**src/hw/rtl/assert_macros.svh**
```systemverilog
// ----------------------------------------------------------------------------
// Assertion macros shared by the transmit ring slot manager.
// Both sample on clk and are disabled while rst_n is low.
// ----------------------------------------------------------------------------
`ifndef ASSERT_MACROS_SVH
`define ASSERT_MACROS_SVH

// Check that a condition holds at every clock edge
`define TDR_ASSERT(lbl, cond) \
  lbl: assert property (@(posedge clk) disable iff (!rst_n) (cond)) \
    else $error("assertion failed");

// Check that a consequence holds in the cycle of its antecedent
`define TDR_ASSERT_IMP(lbl, ante, cons) \
  lbl: assert property (@(posedge clk) disable iff (!rst_n) (ante) |-> (cons)) \
    else $error("implication failed");

`endif

```
**src/hw/rtl/tdr_pkg.sv**
```systemverilog
// ----------------------------------------------------------------------------
// tdr_pkg
// Types, codes and constants shared by the transmit ring slot manager.
// ----------------------------------------------------------------------------
`default_nettype none

package tdr_pkg;

  // Field widths fixed by the request and result formats
  localparam int SLOT_FIELD_W  = 9;
  localparam int CNT_FIELD_W   = 10;
  localparam int COOKIE_W      = 14;
  localparam int COOKIE_SLOT_W = 12;
  localparam int CID_W         = 2;
  localparam int STATUS_W      = 2;
  localparam int CFG_IDX_W     = 2;
  localparam int CFG_DATA_W    = 10;

  // Default ring storage depth
  localparam int MAX_SLOTS_DEF = 512;

  // Decoupling queues between front, back and result port
  localparam int Q_DEPTH = 2;
  localparam int Q_PTR_W = $clog2(Q_DEPTH);
  localparam int Q_CNT_W = $clog2(Q_DEPTH + 1);

  // Operation codes
  localparam logic OP_REQ = 1'b0;
  localparam logic OP_CPL = 1'b1;

  // Result status codes
  localparam logic [STATUS_W-1:0] ST_OK   = 2'd0;
  localparam logic [STATUS_W-1:0] ST_FULL = 2'd1;
  localparam logic [STATUS_W-1:0] ST_BAD  = 2'd2;

  // Configuration register indexes
  localparam logic [CFG_IDX_W-1:0] REG_RING_SLOTS    = 2'd0;
  localparam logic [CFG_IDX_W-1:0] REG_STOP_LEVEL    = 2'd1;
  localparam logic [CFG_IDX_W-1:0] REG_RESTART_LEVEL = 2'd2;
  localparam logic [CFG_IDX_W-1:0] REG_CONTROLLER_ID = 2'd3;

  // Configuration reset values
  localparam logic [CFG_DATA_W-1:0] RING_SLOTS_RST    = 10'd512;
  localparam logic [CFG_DATA_W-1:0] STOP_LEVEL_RST    = 10'd64;
  localparam logic [CFG_DATA_W-1:0] RESTART_LEVEL_RST = 10'd128;
  localparam logic [CID_W-1:0]      CID_RST           = 2'd0;

  typedef struct packed {
    logic [CFG_DATA_W-1:0] ring_slots;
    logic [CFG_DATA_W-1:0] stop_level;
    logic [CFG_DATA_W-1:0] restart_level;
    logic [CID_W-1:0]      controller_id;
  } cfg_t;

  // Classified request held between front and back
  typedef struct packed {
    logic                    is_cpl;
    logic                    first;
    logic                    last;
    logic [SLOT_FIELD_W-1:0] slot;
  } cmd_t;

  typedef struct packed {
    logic [STATUS_W-1:0]     status;
    logic [SLOT_FIELD_W-1:0] granted_slot;
    logic [COOKIE_W-1:0]     cookie;
    logic                    frame_start_flag;
    logic                    frame_end_flag;
    logic                    table_end_flag;
    logic                    kick_valid;
    logic [SLOT_FIELD_W-1:0] kick_slot;
    logic                    queue_stopped;
    logic [CNT_FIELD_W-1:0]  freed_count;
    logic [CNT_FIELD_W-1:0]  used_count;
  } res_t;

endpackage

`default_nettype wire

```
**src/hw/rtl/tdr_front.sv**
```systemverilog
// ----------------------------------------------------------------------------
// tdr_front
// Accepts requests, classifies them and holds them in a short queue.
// ----------------------------------------------------------------------------
`default_nettype none

module tdr_front (
  input  wire logic                               clk,
  input  wire logic                               rst_n,
  input  wire logic                               push,
  output logic                                    full,
  input  wire logic                               in_operation,
  input  wire logic                               in_first_fragment,
  input  wire logic                               in_last_fragment,
  input  wire logic [tdr_pkg::SLOT_FIELD_W-1:0]   in_completion_slot,
  input  wire logic                               init_busy,
  output tdr_pkg::cmd_t                           cmd,
  output logic                                    cmd_valid,
  input  wire logic                               cmd_pop
);

  tdr_pkg::cmd_t                   q_r [tdr_pkg::Q_DEPTH];
  tdr_pkg::cmd_t                   cmd_in;
  logic [tdr_pkg::Q_PTR_W-1:0]     wr_ptr_r, wr_ptr_nxt;
  logic [tdr_pkg::Q_PTR_W-1:0]     rd_ptr_r, rd_ptr_nxt;
  logic [tdr_pkg::Q_CNT_W-1:0]     count_r, count_nxt;
  logic                            accept;
  logic                            deq;

  // Classify the request: drop fields the operation does not use
  always_comb begin
    cmd_in.is_cpl = (in_operation == tdr_pkg::OP_CPL);
    cmd_in.first  = in_first_fragment & ~cmd_in.is_cpl;
    cmd_in.last   = in_last_fragment & ~cmd_in.is_cpl;
    cmd_in.slot   = cmd_in.is_cpl ? in_completion_slot : '0;
  end

  // Hold off requests while the queue is full or the ring is being cleared
  assign full      = (count_r == tdr_pkg::Q_CNT_W'(tdr_pkg::Q_DEPTH)) | init_busy;
  assign accept    = push & ~full;
  assign cmd_valid = (count_r != '0);
  assign deq       = cmd_pop & cmd_valid;
  assign cmd       = q_r[rd_ptr_r];

  // Advance pointers and occupancy
  always_comb begin
    wr_ptr_nxt = wr_ptr_r;
    rd_ptr_nxt = rd_ptr_r;
    count_nxt  = count_r;
    if (accept) begin
      wr_ptr_nxt = (wr_ptr_r == tdr_pkg::Q_PTR_W'(tdr_pkg::Q_DEPTH - 1)) ?
                   '0 : wr_ptr_r + tdr_pkg::Q_PTR_W'(1);
    end
    if (deq) begin
      rd_ptr_nxt = (rd_ptr_r == tdr_pkg::Q_PTR_W'(tdr_pkg::Q_DEPTH - 1)) ?
                   '0 : rd_ptr_r + tdr_pkg::Q_PTR_W'(1);
    end
    if (accept && !deq) begin
      count_nxt = count_r + tdr_pkg::Q_CNT_W'(1);
    end else if (deq && !accept) begin
      count_nxt = count_r - tdr_pkg::Q_CNT_W'(1);
    end
  end

  always_ff @(posedge clk) begin
    if (!rst_n) begin
      wr_ptr_r <= '0;
      rd_ptr_r <= '0;
      count_r  <= '0;
    end else begin
      wr_ptr_r <= wr_ptr_nxt;
      rd_ptr_r <= rd_ptr_nxt;
      count_r  <= count_nxt;
    end
  end

  // Store the classified request
  always_ff @(posedge clk) begin
    if (accept) begin
      q_r[wr_ptr_r] <= cmd_in;
    end
  end

endmodule

`default_nettype wire

```
**src/hw/rtl/tdr_back.sv**
```systemverilog
// ----------------------------------------------------------------------------
// tdr_back
// Carries out slot claims and frame completions against the slot table.
// ----------------------------------------------------------------------------
`default_nettype none

module tdr_back #(
  parameter int MAX_SLOTS = tdr_pkg::MAX_SLOTS_DEF
) (
  input  wire logic          clk,
  input  wire logic          rst_n,
  input  tdr_pkg::cfg_t      cfg,
  input  tdr_pkg::cmd_t      cmd,
  input  wire logic          cmd_valid,
  output logic               cmd_pop,
  output tdr_pkg::res_t      res,
  output logic               res_push,
  input  wire logic          res_full,
  output logic               init_busy
);

  localparam int SW = $clog2(MAX_SLOTS);
  localparam int CW = $clog2(MAX_SLOTS + 1);
  localparam int KW = (CW > tdr_pkg::CNT_FIELD_W) ? CW : tdr_pkg::CNT_FIELD_W;

  localparam logic [1:0] S_INIT = 2'd0;
  localparam logic [1:0] S_IDLE = 2'd1;
  localparam logic [1:0] S_WALK = 2'd2;
  localparam logic [1:0] S_FIN  = 2'd3;

  // Slot table: bit 1 busy, bit 0 frame end
  logic [1:0]    mem [MAX_SLOTS];
  logic [1:0]    mem_rdata_r;
  logic          mem_we, mem_re;
  logic [SW-1:0] mem_waddr, mem_raddr;
  logic [1:0]    mem_wdata;

  logic [1:0]    state_r, state_nxt;
  logic [CW-1:0] slots_r, slots_nxt;
  logic [SW-1:0] last_r, last_nxt;
  logic          empty_r, empty_nxt;
  logic          susp_r, susp_nxt;
  logic [SW-1:0] first_r, first_nxt;
  logic [SW-1:0] cur_r, cur_nxt;
  logic [CW-1:0] freed_r, freed_nxt;
  logic [SW-1:0] init_r, init_nxt;

  logic [CW-1:0] ring_n;
  logic [SW-1:0] last_slot;
  logic [SW-1:0] claim_s;
  logic [CW-1:0] slots_inc, slots_dec, free_req, free_now, freed_inc;
  logic [SW-1:0] next_s;
  logic          slot_busy, slot_end;

  // Clamp the configured ring size to one and the table depth
  always_comb begin
    if (cfg.ring_slots == '0) begin
      ring_n = CW'(1);
    end else if (32'(cfg.ring_slots) > 32'(MAX_SLOTS)) begin
      ring_n = CW'(MAX_SLOTS);
    end else begin
      ring_n = CW'(cfg.ring_slots);
    end
  end

  assign last_slot = SW'(ring_n - CW'(1));
  assign claim_s   = (empty_r || last_r >= last_slot) ? '0 : last_r + SW'(1);
  assign slots_inc = slots_r + CW'(1);
  assign free_req  = ring_n - slots_inc;
  assign slots_dec = (slots_r != '0) ? slots_r - CW'(1) : '0;
  assign free_now  = (slots_r >= ring_n) ? '0 : ring_n - slots_r;
  assign freed_inc = freed_r + CW'(1);
  assign next_s    = (cur_r >= last_slot) ? '0 : cur_r + SW'(1);
  assign slot_busy = mem_rdata_r[1];
  assign slot_end  = mem_rdata_r[0];
  assign init_busy = (state_r == S_INIT);

  always_comb begin
    state_nxt = state_r;
    slots_nxt = slots_r;
    last_nxt  = last_r;
    empty_nxt = empty_r;
    susp_nxt  = susp_r;
    first_nxt = first_r;
    cur_nxt   = cur_r;
    freed_nxt = freed_r;
    init_nxt  = init_r;
    mem_we    = 1'b0;
    mem_waddr = cur_r;
    mem_wdata = '0;
    mem_re    = 1'b0;
    mem_raddr = cur_r;
    cmd_pop   = 1'b0;
    res_push  = 1'b0;
    res       = '0;
    res.used_count    = tdr_pkg::CNT_FIELD_W'(slots_r);
    res.queue_stopped = susp_r;

    case (state_r)
      // Sweep the slot table clear after reset
      S_INIT: begin
        mem_we    = 1'b1;
        mem_waddr = init_r;
        if (init_r == SW'(MAX_SLOTS - 1)) begin
          state_nxt = S_IDLE;
        end else begin
          init_nxt = init_r + SW'(1);
        end
      end

      // Take a request only when its result has room
      S_IDLE: begin
        if (cmd_valid && !res_full) begin
          cmd_pop = 1'b1;
          if (!cmd.is_cpl) begin
            if (slots_r >= ring_n) begin
              res_push   = 1'b1;
              res.status = tdr_pkg::ST_FULL;
            end else begin
              mem_we    = 1'b1;
              mem_waddr = claim_s;
              mem_wdata = {1'b1, cmd.last};
              last_nxt  = claim_s;
              empty_nxt = 1'b0;
              slots_nxt = slots_inc;
              if (!susp_r && KW'(free_req) < KW'(cfg.stop_level)) begin
                susp_nxt = 1'b1;
              end
              if (cmd.first) begin
                first_nxt = claim_s;
              end
              res_push             = 1'b1;
              res.status           = tdr_pkg::ST_OK;
              res.granted_slot     = tdr_pkg::SLOT_FIELD_W'(claim_s);
              res.cookie           = {cfg.controller_id,
                                      tdr_pkg::COOKIE_SLOT_W'(claim_s)};
              res.frame_start_flag = cmd.first;
              res.frame_end_flag   = cmd.last;
              res.table_end_flag   = (claim_s == last_slot);
              if (cmd.last) begin
                res.kick_valid = 1'b1;
                res.kick_slot  = tdr_pkg::SLOT_FIELD_W'(cmd.first ? claim_s : first_r);
              end
              res.used_count    = tdr_pkg::CNT_FIELD_W'(slots_inc);
              res.queue_stopped = susp_nxt;
            end
          end else if (KW'(cmd.slot) >= KW'(ring_n)) begin
            res_push   = 1'b1;
            res.status = tdr_pkg::ST_BAD;
          end else begin
            mem_re    = 1'b1;
            mem_raddr = SW'(cmd.slot);
            cur_nxt   = SW'(cmd.slot);
            freed_nxt = '0;
            state_nxt = S_WALK;
          end
        end
      end

      // Free one slot a cycle until the frame end mark, a free slot or one full lap
      S_WALK: begin
        if (!slot_busy) begin
          if (freed_r == '0) begin
            res_push   = 1'b1;
            res.status = tdr_pkg::ST_BAD;
            state_nxt  = S_IDLE;
          end else begin
            state_nxt = S_FIN;
          end
        end else begin
          mem_we    = 1'b1;
          mem_waddr = cur_r;
          slots_nxt = slots_dec;
          if (slots_dec == '0) begin
            empty_nxt = 1'b1;
          end
          freed_nxt = freed_inc;
          if (slot_end || freed_inc >= ring_n) begin
            state_nxt = S_FIN;
          end else begin
            cur_nxt   = next_s;
            mem_re    = 1'b1;
            mem_raddr = next_s;
          end
        end
      end

      // Resume the queue and report the completion
      S_FIN: begin
        if (susp_r && KW'(free_now) >= KW'(cfg.restart_level)) begin
          susp_nxt = 1'b0;
        end
        res_push          = 1'b1;
        res.status        = tdr_pkg::ST_OK;
        res.freed_count   = tdr_pkg::CNT_FIELD_W'(freed_r);
        res.queue_stopped = susp_nxt;
        state_nxt         = S_IDLE;
      end

      default: begin
        state_nxt = S_INIT;
        init_nxt  = '0;
      end
    endcase
  end

  always_ff @(posedge clk) begin
    if (!rst_n) begin
      state_r <= S_INIT;
      slots_r <= '0;
      last_r  <= '0;
      empty_r <= 1'b1;
      susp_r  <= 1'b0;
      first_r <= '0;
      cur_r   <= '0;
      freed_r <= '0;
      init_r  <= '0;
    end else begin
      state_r <= state_nxt;
      slots_r <= slots_nxt;
      last_r  <= last_nxt;
      empty_r <= empty_nxt;
      susp_r  <= susp_nxt;
      first_r <= first_nxt;
      cur_r   <= cur_nxt;
      freed_r <= freed_nxt;
      init_r  <= init_nxt;
    end
  end

  // Slot table port: one write, one registered read
  always_ff @(posedge clk) begin
    if (mem_we) begin
      mem[mem_waddr] <= mem_wdata;
    end
    if (mem_re) begin
      mem_rdata_r <= mem[mem_raddr];
    end
  end

endmodule

`default_nettype wire

```
**src/hw/rtl/tdr_outq.sv**
```systemverilog
// ----------------------------------------------------------------------------
// tdr_outq
// Result queue that parts the back end from the result port.
// ----------------------------------------------------------------------------
`default_nettype none

module tdr_outq (
  input  wire logic        clk,
  input  wire logic        rst_n,
  input  tdr_pkg::res_t    wr_data,
  input  wire logic        wr_en,
  output logic             q_full,
  output tdr_pkg::res_t    rd_data,
  output logic             q_empty,
  input  wire logic        rd_en
);

  tdr_pkg::res_t                 q_r [tdr_pkg::Q_DEPTH];
  logic [tdr_pkg::Q_PTR_W-1:0]   wr_ptr_r, wr_ptr_nxt;
  logic [tdr_pkg::Q_PTR_W-1:0]   rd_ptr_r, rd_ptr_nxt;
  logic [tdr_pkg::Q_CNT_W-1:0]   count_r, count_nxt;
  logic                          enq, deq;

  assign q_full  = (count_r == tdr_pkg::Q_CNT_W'(tdr_pkg::Q_DEPTH));
  assign q_empty = (count_r == '0);
  assign enq     = wr_en & ~q_full;
  assign deq     = rd_en & ~q_empty;
  assign rd_data = q_r[rd_ptr_r];

  // Advance pointers and occupancy
  always_comb begin
    wr_ptr_nxt = wr_ptr_r;
    rd_ptr_nxt = rd_ptr_r;
    count_nxt  = count_r;
    if (enq) begin
      wr_ptr_nxt = (wr_ptr_r == tdr_pkg::Q_PTR_W'(tdr_pkg::Q_DEPTH - 1)) ?
                   '0 : wr_ptr_r + tdr_pkg::Q_PTR_W'(1);
    end
    if (deq) begin
      rd_ptr_nxt = (rd_ptr_r == tdr_pkg::Q_PTR_W'(tdr_pkg::Q_DEPTH - 1)) ?
                   '0 : rd_ptr_r + tdr_pkg::Q_PTR_W'(1);
    end
    if (enq && !deq) begin
      count_nxt = count_r + tdr_pkg::Q_CNT_W'(1);
    end else if (deq && !enq) begin
      count_nxt = count_r - tdr_pkg::Q_CNT_W'(1);
    end
  end

  always_ff @(posedge clk) begin
    if (!rst_n) begin
      wr_ptr_r <= '0;
      rd_ptr_r <= '0;
      count_r  <= '0;
    end else begin
      wr_ptr_r <= wr_ptr_nxt;
      rd_ptr_r <= rd_ptr_nxt;
      count_r  <= count_nxt;
    end
  end

  // Store the result
  always_ff @(posedge clk) begin
    if (enq) begin
      q_r[wr_ptr_r] <= wr_data;
    end
  end

endmodule

`default_nettype wire

```
**src/hw/rtl/tx_descriptor_ring_slot_manager_top.sv**
```systemverilog
// ----------------------------------------------------------------------------
// tx_descriptor_ring_slot_manager_top: transmit descriptor ring slot manager
// Claims, refusals, out-of-ring completions: registered in the front queue, then in the
// result queue; one per cycle while the result queue has room. Completion: the named
// slot is read, the walk frees slots in turn and S_FIN reports; a free first slot is refused.
// Reset: table clear pass over all MAX_SLOTS entries, full held high meanwhile.
// ----------------------------------------------------------------------------
`default_nettype none
`include "assert_macros.svh"

module tx_descriptor_ring_slot_manager_top #(
  parameter int MAX_SLOTS = tdr_pkg::MAX_SLOTS_DEF
) (
  input  wire logic                              clk,
  input  wire logic                              rst_n,
  // request channel
  input  wire logic                              push,
  output logic                                   full,
  input  wire logic                              in_operation,
  input  wire logic                              in_first_fragment,
  input  wire logic                              in_last_fragment,
  input  wire logic [tdr_pkg::SLOT_FIELD_W-1:0]  in_completion_slot,
  // result channel
  output logic                                   empty,
  input  wire logic                              pop,
  output logic [tdr_pkg::STATUS_W-1:0]           out_status,
  output logic [tdr_pkg::SLOT_FIELD_W-1:0]       out_granted_slot,
  output logic [tdr_pkg::COOKIE_W-1:0]           out_cookie,
  output logic                                   out_frame_start_flag,
  output logic                                   out_frame_end_flag,
  output logic                                   out_table_end_flag,
  output logic                                   out_kick_valid,
  output logic [tdr_pkg::SLOT_FIELD_W-1:0]       out_kick_slot,
  output logic                                   out_queue_stopped,
  output logic [tdr_pkg::CNT_FIELD_W-1:0]        out_freed_count,
  output logic [tdr_pkg::CNT_FIELD_W-1:0]        out_used_count,
  // configuration
  input  wire logic                              cfg_valid,
  output logic                                   cfg_ready,
  input  wire logic [tdr_pkg::CFG_IDX_W-1:0]     cfg_index,
  input  wire logic [tdr_pkg::CFG_DATA_W-1:0]    cfg_data
);

  tdr_pkg::cfg_t  cfg_r;
  tdr_pkg::cmd_t  cmd;
  tdr_pkg::res_t  res, res_head;
  logic           cmd_valid, cmd_pop;
  logic           res_push, res_full;
  logic           init_busy;

  // Register writes are always taken
  assign cfg_ready = 1'b1;

  always_ff @(posedge clk) begin
    if (!rst_n) begin
      cfg_r.ring_slots    <= tdr_pkg::RING_SLOTS_RST;
      cfg_r.stop_level    <= tdr_pkg::STOP_LEVEL_RST;
      cfg_r.restart_level <= tdr_pkg::RESTART_LEVEL_RST;
      cfg_r.controller_id <= tdr_pkg::CID_RST;
    end else if (cfg_valid && cfg_ready) begin
      case (cfg_index)
        tdr_pkg::REG_RING_SLOTS:    cfg_r.ring_slots    <= cfg_data;
        tdr_pkg::REG_STOP_LEVEL:    cfg_r.stop_level    <= cfg_data;
        tdr_pkg::REG_RESTART_LEVEL: cfg_r.restart_level <= cfg_data;
        tdr_pkg::REG_CONTROLLER_ID: cfg_r.controller_id <= cfg_data[tdr_pkg::CID_W-1:0];
        default: begin
          cfg_r <= cfg_r;
        end
      endcase
    end
  end

  tdr_front u_front (
    .clk                (clk),
    .rst_n              (rst_n),
    .push               (push),
    .full               (full),
    .in_operation       (in_operation),
    .in_first_fragment  (in_first_fragment),
    .in_last_fragment   (in_last_fragment),
    .in_completion_slot (in_completion_slot),
    .init_busy          (init_busy),
    .cmd                (cmd),
    .cmd_valid          (cmd_valid),
    .cmd_pop            (cmd_pop)
  );

  tdr_back #(
    .MAX_SLOTS (MAX_SLOTS)
  ) u_back (
    .clk       (clk),
    .rst_n     (rst_n),
    .cfg       (cfg_r),
    .cmd       (cmd),
    .cmd_valid (cmd_valid),
    .cmd_pop   (cmd_pop),
    .res       (res),
    .res_push  (res_push),
    .res_full  (res_full),
    .init_busy (init_busy)
  );

  tdr_outq u_outq (
    .clk     (clk),
    .rst_n   (rst_n),
    .wr_data (res),
    .wr_en   (res_push),
    .q_full  (res_full),
    .rd_data (res_head),
    .q_empty (empty),
    .rd_en   (pop)
  );

  assign out_status           = res_head.status;
  assign out_granted_slot     = res_head.granted_slot;
  assign out_cookie           = res_head.cookie;
  assign out_frame_start_flag = res_head.frame_start_flag;
  assign out_frame_end_flag   = res_head.frame_end_flag;
  assign out_table_end_flag   = res_head.table_end_flag;
  assign out_kick_valid       = res_head.kick_valid;
  assign out_kick_slot        = res_head.kick_slot;
  assign out_queue_stopped    = res_head.queue_stopped;
  assign out_freed_count      = res_head.freed_count;
  assign out_used_count       = res_head.used_count;

  // A result is never produced without room in the result queue
  `TDR_ASSERT_IMP(a_push_room, res_push, !res_full)
  // No request reaches the back end during the clearing pass
  `TDR_ASSERT_IMP(a_no_cmd_init, init_busy, !cmd_pop)
  // Slots are only freed by a successful completion
  `TDR_ASSERT_IMP(a_freed_ok, !empty && out_freed_count != '0, out_status == tdr_pkg::ST_OK)
  // A kick is only raised on a frame's last fragment
  `TDR_ASSERT_IMP(a_kick_end, !empty && out_kick_valid, out_frame_end_flag)

endmodule

`default_nettype wire

```
**config.mk**
```make
export PLATFORM = sky130hd
export DESIGN_NAME = tx_descriptor_ring_slot_manager_top
export DESIGN_NICKNAME = d
export VERILOG_FILES = /design/src/hw/rtl/tdr_pkg.sv /design/src/hw/rtl/tdr_front.sv /design/src/hw/rtl/tdr_back.sv /design/src/hw/rtl/tdr_outq.sv /design/src/hw/rtl/tx_descriptor_ring_slot_manager_top.sv
export VERILOG_INCLUDE_DIRS = /design/src /design/src/hw/rtl
export SDC_FILE = /design/constraint.sdc
export NUM_CORES = 2
export LEC_CHECK = 0
export BUFFER_PORTS_ARGS = -buffer_cell sky130_fd_sc_hd__buf_4
export CORE_MARGIN = 10
export CORE_UTILIZATION = 40
export DETAILED_ROUTE_END_ITERATION = 7
export HOLD_SLACK_MARGIN = 0.15
export MAX_ROUTING_LAYER = met4
export PLACE_DENSITY = 0.61
export REMOVE_ABC_BUFFERS = 1
export SYNTH_ARGS = -nofsm -noshare
export SYNTH_HDL_FRONTEND = slang
export SYNTH_SLANG_ARGS = --single-unit
```
**constraint.sdc**
```tcl
create_clock -name clk -period 44.1 [get_ports clk]
set_input_delay 2.205 -clock clk [delete_from_list [all_inputs] [get_ports clk]]
set_output_delay 2.205 -clock clk [all_outputs]
set_load 0.01 [all_outputs]
```
==> metrics.txt <==
status=finished clean; WP data required=44,700 ps; metal2 WL=77,900 um; Synth cell types=89; grt total ovfl=0; via density per instance=5.72; ANT nets after route=0; Power Dens Cells=38.1 mW/mm^2; hold path endpoint=cfg_r[3]$_SDFFE_PN0P_; Leak=21.2 nW; IO Pins=91; Hold Path Origin=cfg_r[3]$_SDFFE_PN0P_; reg2reg path depth=27; Clock Path Buffers=3; CTS sink count=1,244; worst flop-to-flop path startpoint=cfg_r[28]$_SDFFE_PN0P_; drt drc=0; crit path kind=flop to flop; Setup TNS=0 ps; GP Congestion=0.892; Vias=39,125; average cell area after synthesis=11.4 um^2; final std cells w/o fill=6,841; initial antenna violation count=2; drt total wl=167,000 um; Area Growth Syn to Fin=11.0%; CTS buffer count=130; clock slew seen by the registers of the worst setup and hold paths=60 ps; R2R Setup Slk=34,910 ps; Placed Cells=6,607; Worst Path Arrival=9790 ps; wire length per cell=24.4 um; GRT Util Overall=0.213; first-pass GRT wire length=246,000 um; worst-path maximum fanout=156; Initial Util=0.403; Final Hold Viols=0; R2R Path End=u_back.mem_rdata_r[0]$_DFFE_PP_; YS warnings=0; final instance area=0.0624 mm^2; Fmax=0.109 GHz; Synth area leader=edfxtp_1; synth top area cells=edfxtp_1 (61%), nand2_1 (6.5%), nor2_1 (4.1%); Synth top area share=0.609; IO buf count=86; hold path depth=2; Die Ht=395 um; register area share after synthesis=0.646; critical path capture point type=flop; final core utilization=0.447; Hold WC Path Type=flop to flop; Setup Buffers After CTS=0; launch point of the worst path=cfg_r[28]$_SDFFE_PN0P_; Worst-Skew Late Latency=770 ps; EDFF count, synth=1,142; fin crit share=0.208; pin count of the biggest net entering global routing=182; hold_buf cts=0; Area after DPL=0.0584 mm^2; synthesized flop and latch total=1,244; NumNets Final=4,975; Final Skew=28.3 ps; die area=0.156 mm^2; Site Rows=137; PostCTS Resize Cnt=0; Synth Flop Type=edfxtp_1; fraction of registers with async set/reset=0; vias in the first global route=37,692; Slew headroom=0.161; Fillers=12,836; share of cells above drive strength 1=0.0907; max-cap violation count=0; Min Hold Slack=465 ps; top sig layer=met4; Peak supply drop=0.0000281 V; DP HPWL=95,300 um; initial drt markers=4,130; met3 WL post-DR=13,400 um; M1 WL=69,300 um; Syn Inst Count=4,926; DRT Pass-1 Iters=7; final setup vio count=0; post-synthesis cell area=0.0563 mm^2; post-route minimum period=9190 ps; final max-slew violation count=0; RSZ-0062 raised after global routing=no; TritonCTS clock tree=built; worst-margin pin slew=1250 ps; H-tree Lvls=4; Die X=395 um; Core Box Area=0.140 mm^2; Worst setup SP type=flop; root buf cell=clkbuf_16
-- cells in the mapped netlist (10+ instances only) --
cell / number
dfxtp_1: 102
clkbuf_1: 173
and2_1: 49
buf_2: 100
buf_4: 31
a21oi_1: 165
o22ai_1: 19
a31oi_1: 30
o21a_1: 10
nand3_1: 362
nor4_1: 21
a21boi_0: 31
inv_1: 76
nor2_1: 614
o221ai_1: 14
mux2i_1: 122
edfxtp_1: 1142
xnor2_1: 55
nand2_1: 975
xor2_1: 28
a311oi_1: 63
or4_1: 11
and3_1: 66
buf_6: 13
a21o_1: 20
o2111ai_1: 27
o211ai_1: 12
nor3_1: 60
a22oi_1: 19
mux2_2: 61
ha_1: 81
a211oi_1: 16
buf_1: 37
nand2b_1: 17
a221oi_1: 16
o31ai_1: 14
o21ai_0: 55
nor2b_1: 57
nand4_1: 20
-- logic make-up (layout without fill, tap and decap cells) --
kind of cell               after synthesis  in the layout  synth area share
and+or+nand+nor                       2291           2291             0.176
DFF                                   1244           1244             0.646
AOI/OAI and AO/OA                      597            597            0.0750
buffers and inverters                  436            471            0.0351
muxes                                  188            188            0.0359
adders and majority gates               85             85            0.0191
xor gates and xnor gates                83             83            0.0129
other                                    2              6          0.000133
-- flip-flops by register name, summed over array words and instances (netlist names), 10 cells and up, named ones only --
| signal | flops |
|---|---|
| u_front.q_r | 24 |
| u_back.mem | 1024 |
| u_back.slots_r | 10 |
| cfg_r | 32 |
| u_back.freed_r | 10 |
| u_outq.q_r | 92 |
-- cell type report --
type	instances	area [um^2]	share of cell area
Antenna cell	2	5.00	0.0000802
Clock buffer	169	3520	0.0563
Clock inverter	63	522	0.00836
Inverter	82	323	0.00517
Multi-Input combinational cell	3248	18200	0.291
Sequential cell	1244	36300	0.582
Tap cell	1876	2350	0.0376
Timing Repair Buffer	157	1210	0.0194
-- worst max-delay path, stage by stage (launching register included) --
cell and delay (ps):
dfxtp_1 380, nor3_1 420, nand2_1 130, nor3_1 180, nor2_1 60, nor2_1 360, inv_1 200, ha_1 350
xnor2_1 380, ha_1 200, nand2_1 70, o211ai_1 160, nand4b_1 170, a22oi_4 270, a311oi_4 160, nor3_4 180
buf_4 260, o211a_4 470, buf_4 620, buf_4 620, buf_12 640, a211oi_1 260, a221oi_2 270, a311oi_1 120
or4_1 580, nor4_1 900, o31ai_1 190, o32ai_2 240
-- how the worst max path moves through the flow --
stage	to	slack (ps)	cells after the start
floorplan	u_back.mem[0][0]$_DFFE_PP_	25940	21
detailed placement	u_back.mem_rdata_r[0]$_DFFE_PP_	35050	27
finish	u_back.mem_rdata_r[0]$_DFFE_PP_	34910	27
global route	u_back.mem[293][0]$_DFFE_PP_	34330	24
CTS	u_back.mem_rdata_r[0]$_DFFE_PP_	35020	27
global placement	u_back.mem_rdata_r[0]$_DFFE_PP_	35110	27
-- metrics by stage --
step / total power, mW / worst slack (ps)
3_3_place_gp: 1.34 / 35110
3_5_place_dp: 1.34 / 35050
4_1_cts: 2.39 / 35020
5_1_grt: 2.44 / 34330
6_report: 2.38 / 34910
2_1_floorplan: 1.32 / 25940
-- cells in the final DEF (no fill, tap or decap), types with 28 or more instances in the layout --
master	synthesis	layout
edfxtp_1	1142	1142
nand2_1	975	958
nor2_1	614	612
nand3_1	362	362
a21oi_1	165	164
buf_4	31	153
clkbuf_16	0	135
mux2i_1	122	121
dfxtp_1	102	101
ha_1	81	81
inv_1	76	74
and3_1	66	66
a311oi_1	63	62
mux2_2	61	61
nor2b_1	57	57
nor3_1	60	57
o21ai_0	55	55
xnor2_1	55	55
and2_1	49	48
clkinv_1	6	35
clkbuf_1	173	33
a21boi_0	31	31
a31oi_1	30	30
xor2_1	28	28
-- layer usage --
metal / GRT usage / up-vias
met5: - / -
met1: 0.277 / 19405
li1: - / 17629
met3: 0.0388 / 345
met2: 0.331 / 1746
met4: 0.0815 / 0
-- report_power, final --
group | internal (mW) | switching [mW] | total (mW)
Sequential | 1.27 | 0.00176 | 1.27
Combinational | 0.0138 | 0.0303 | 0.0441
Clock | 0.599 | 0.461 | 1.06
Total | 1.88 | 0.493 | 2.38
No activity file was read; power rests on OpenSTA's default activity.
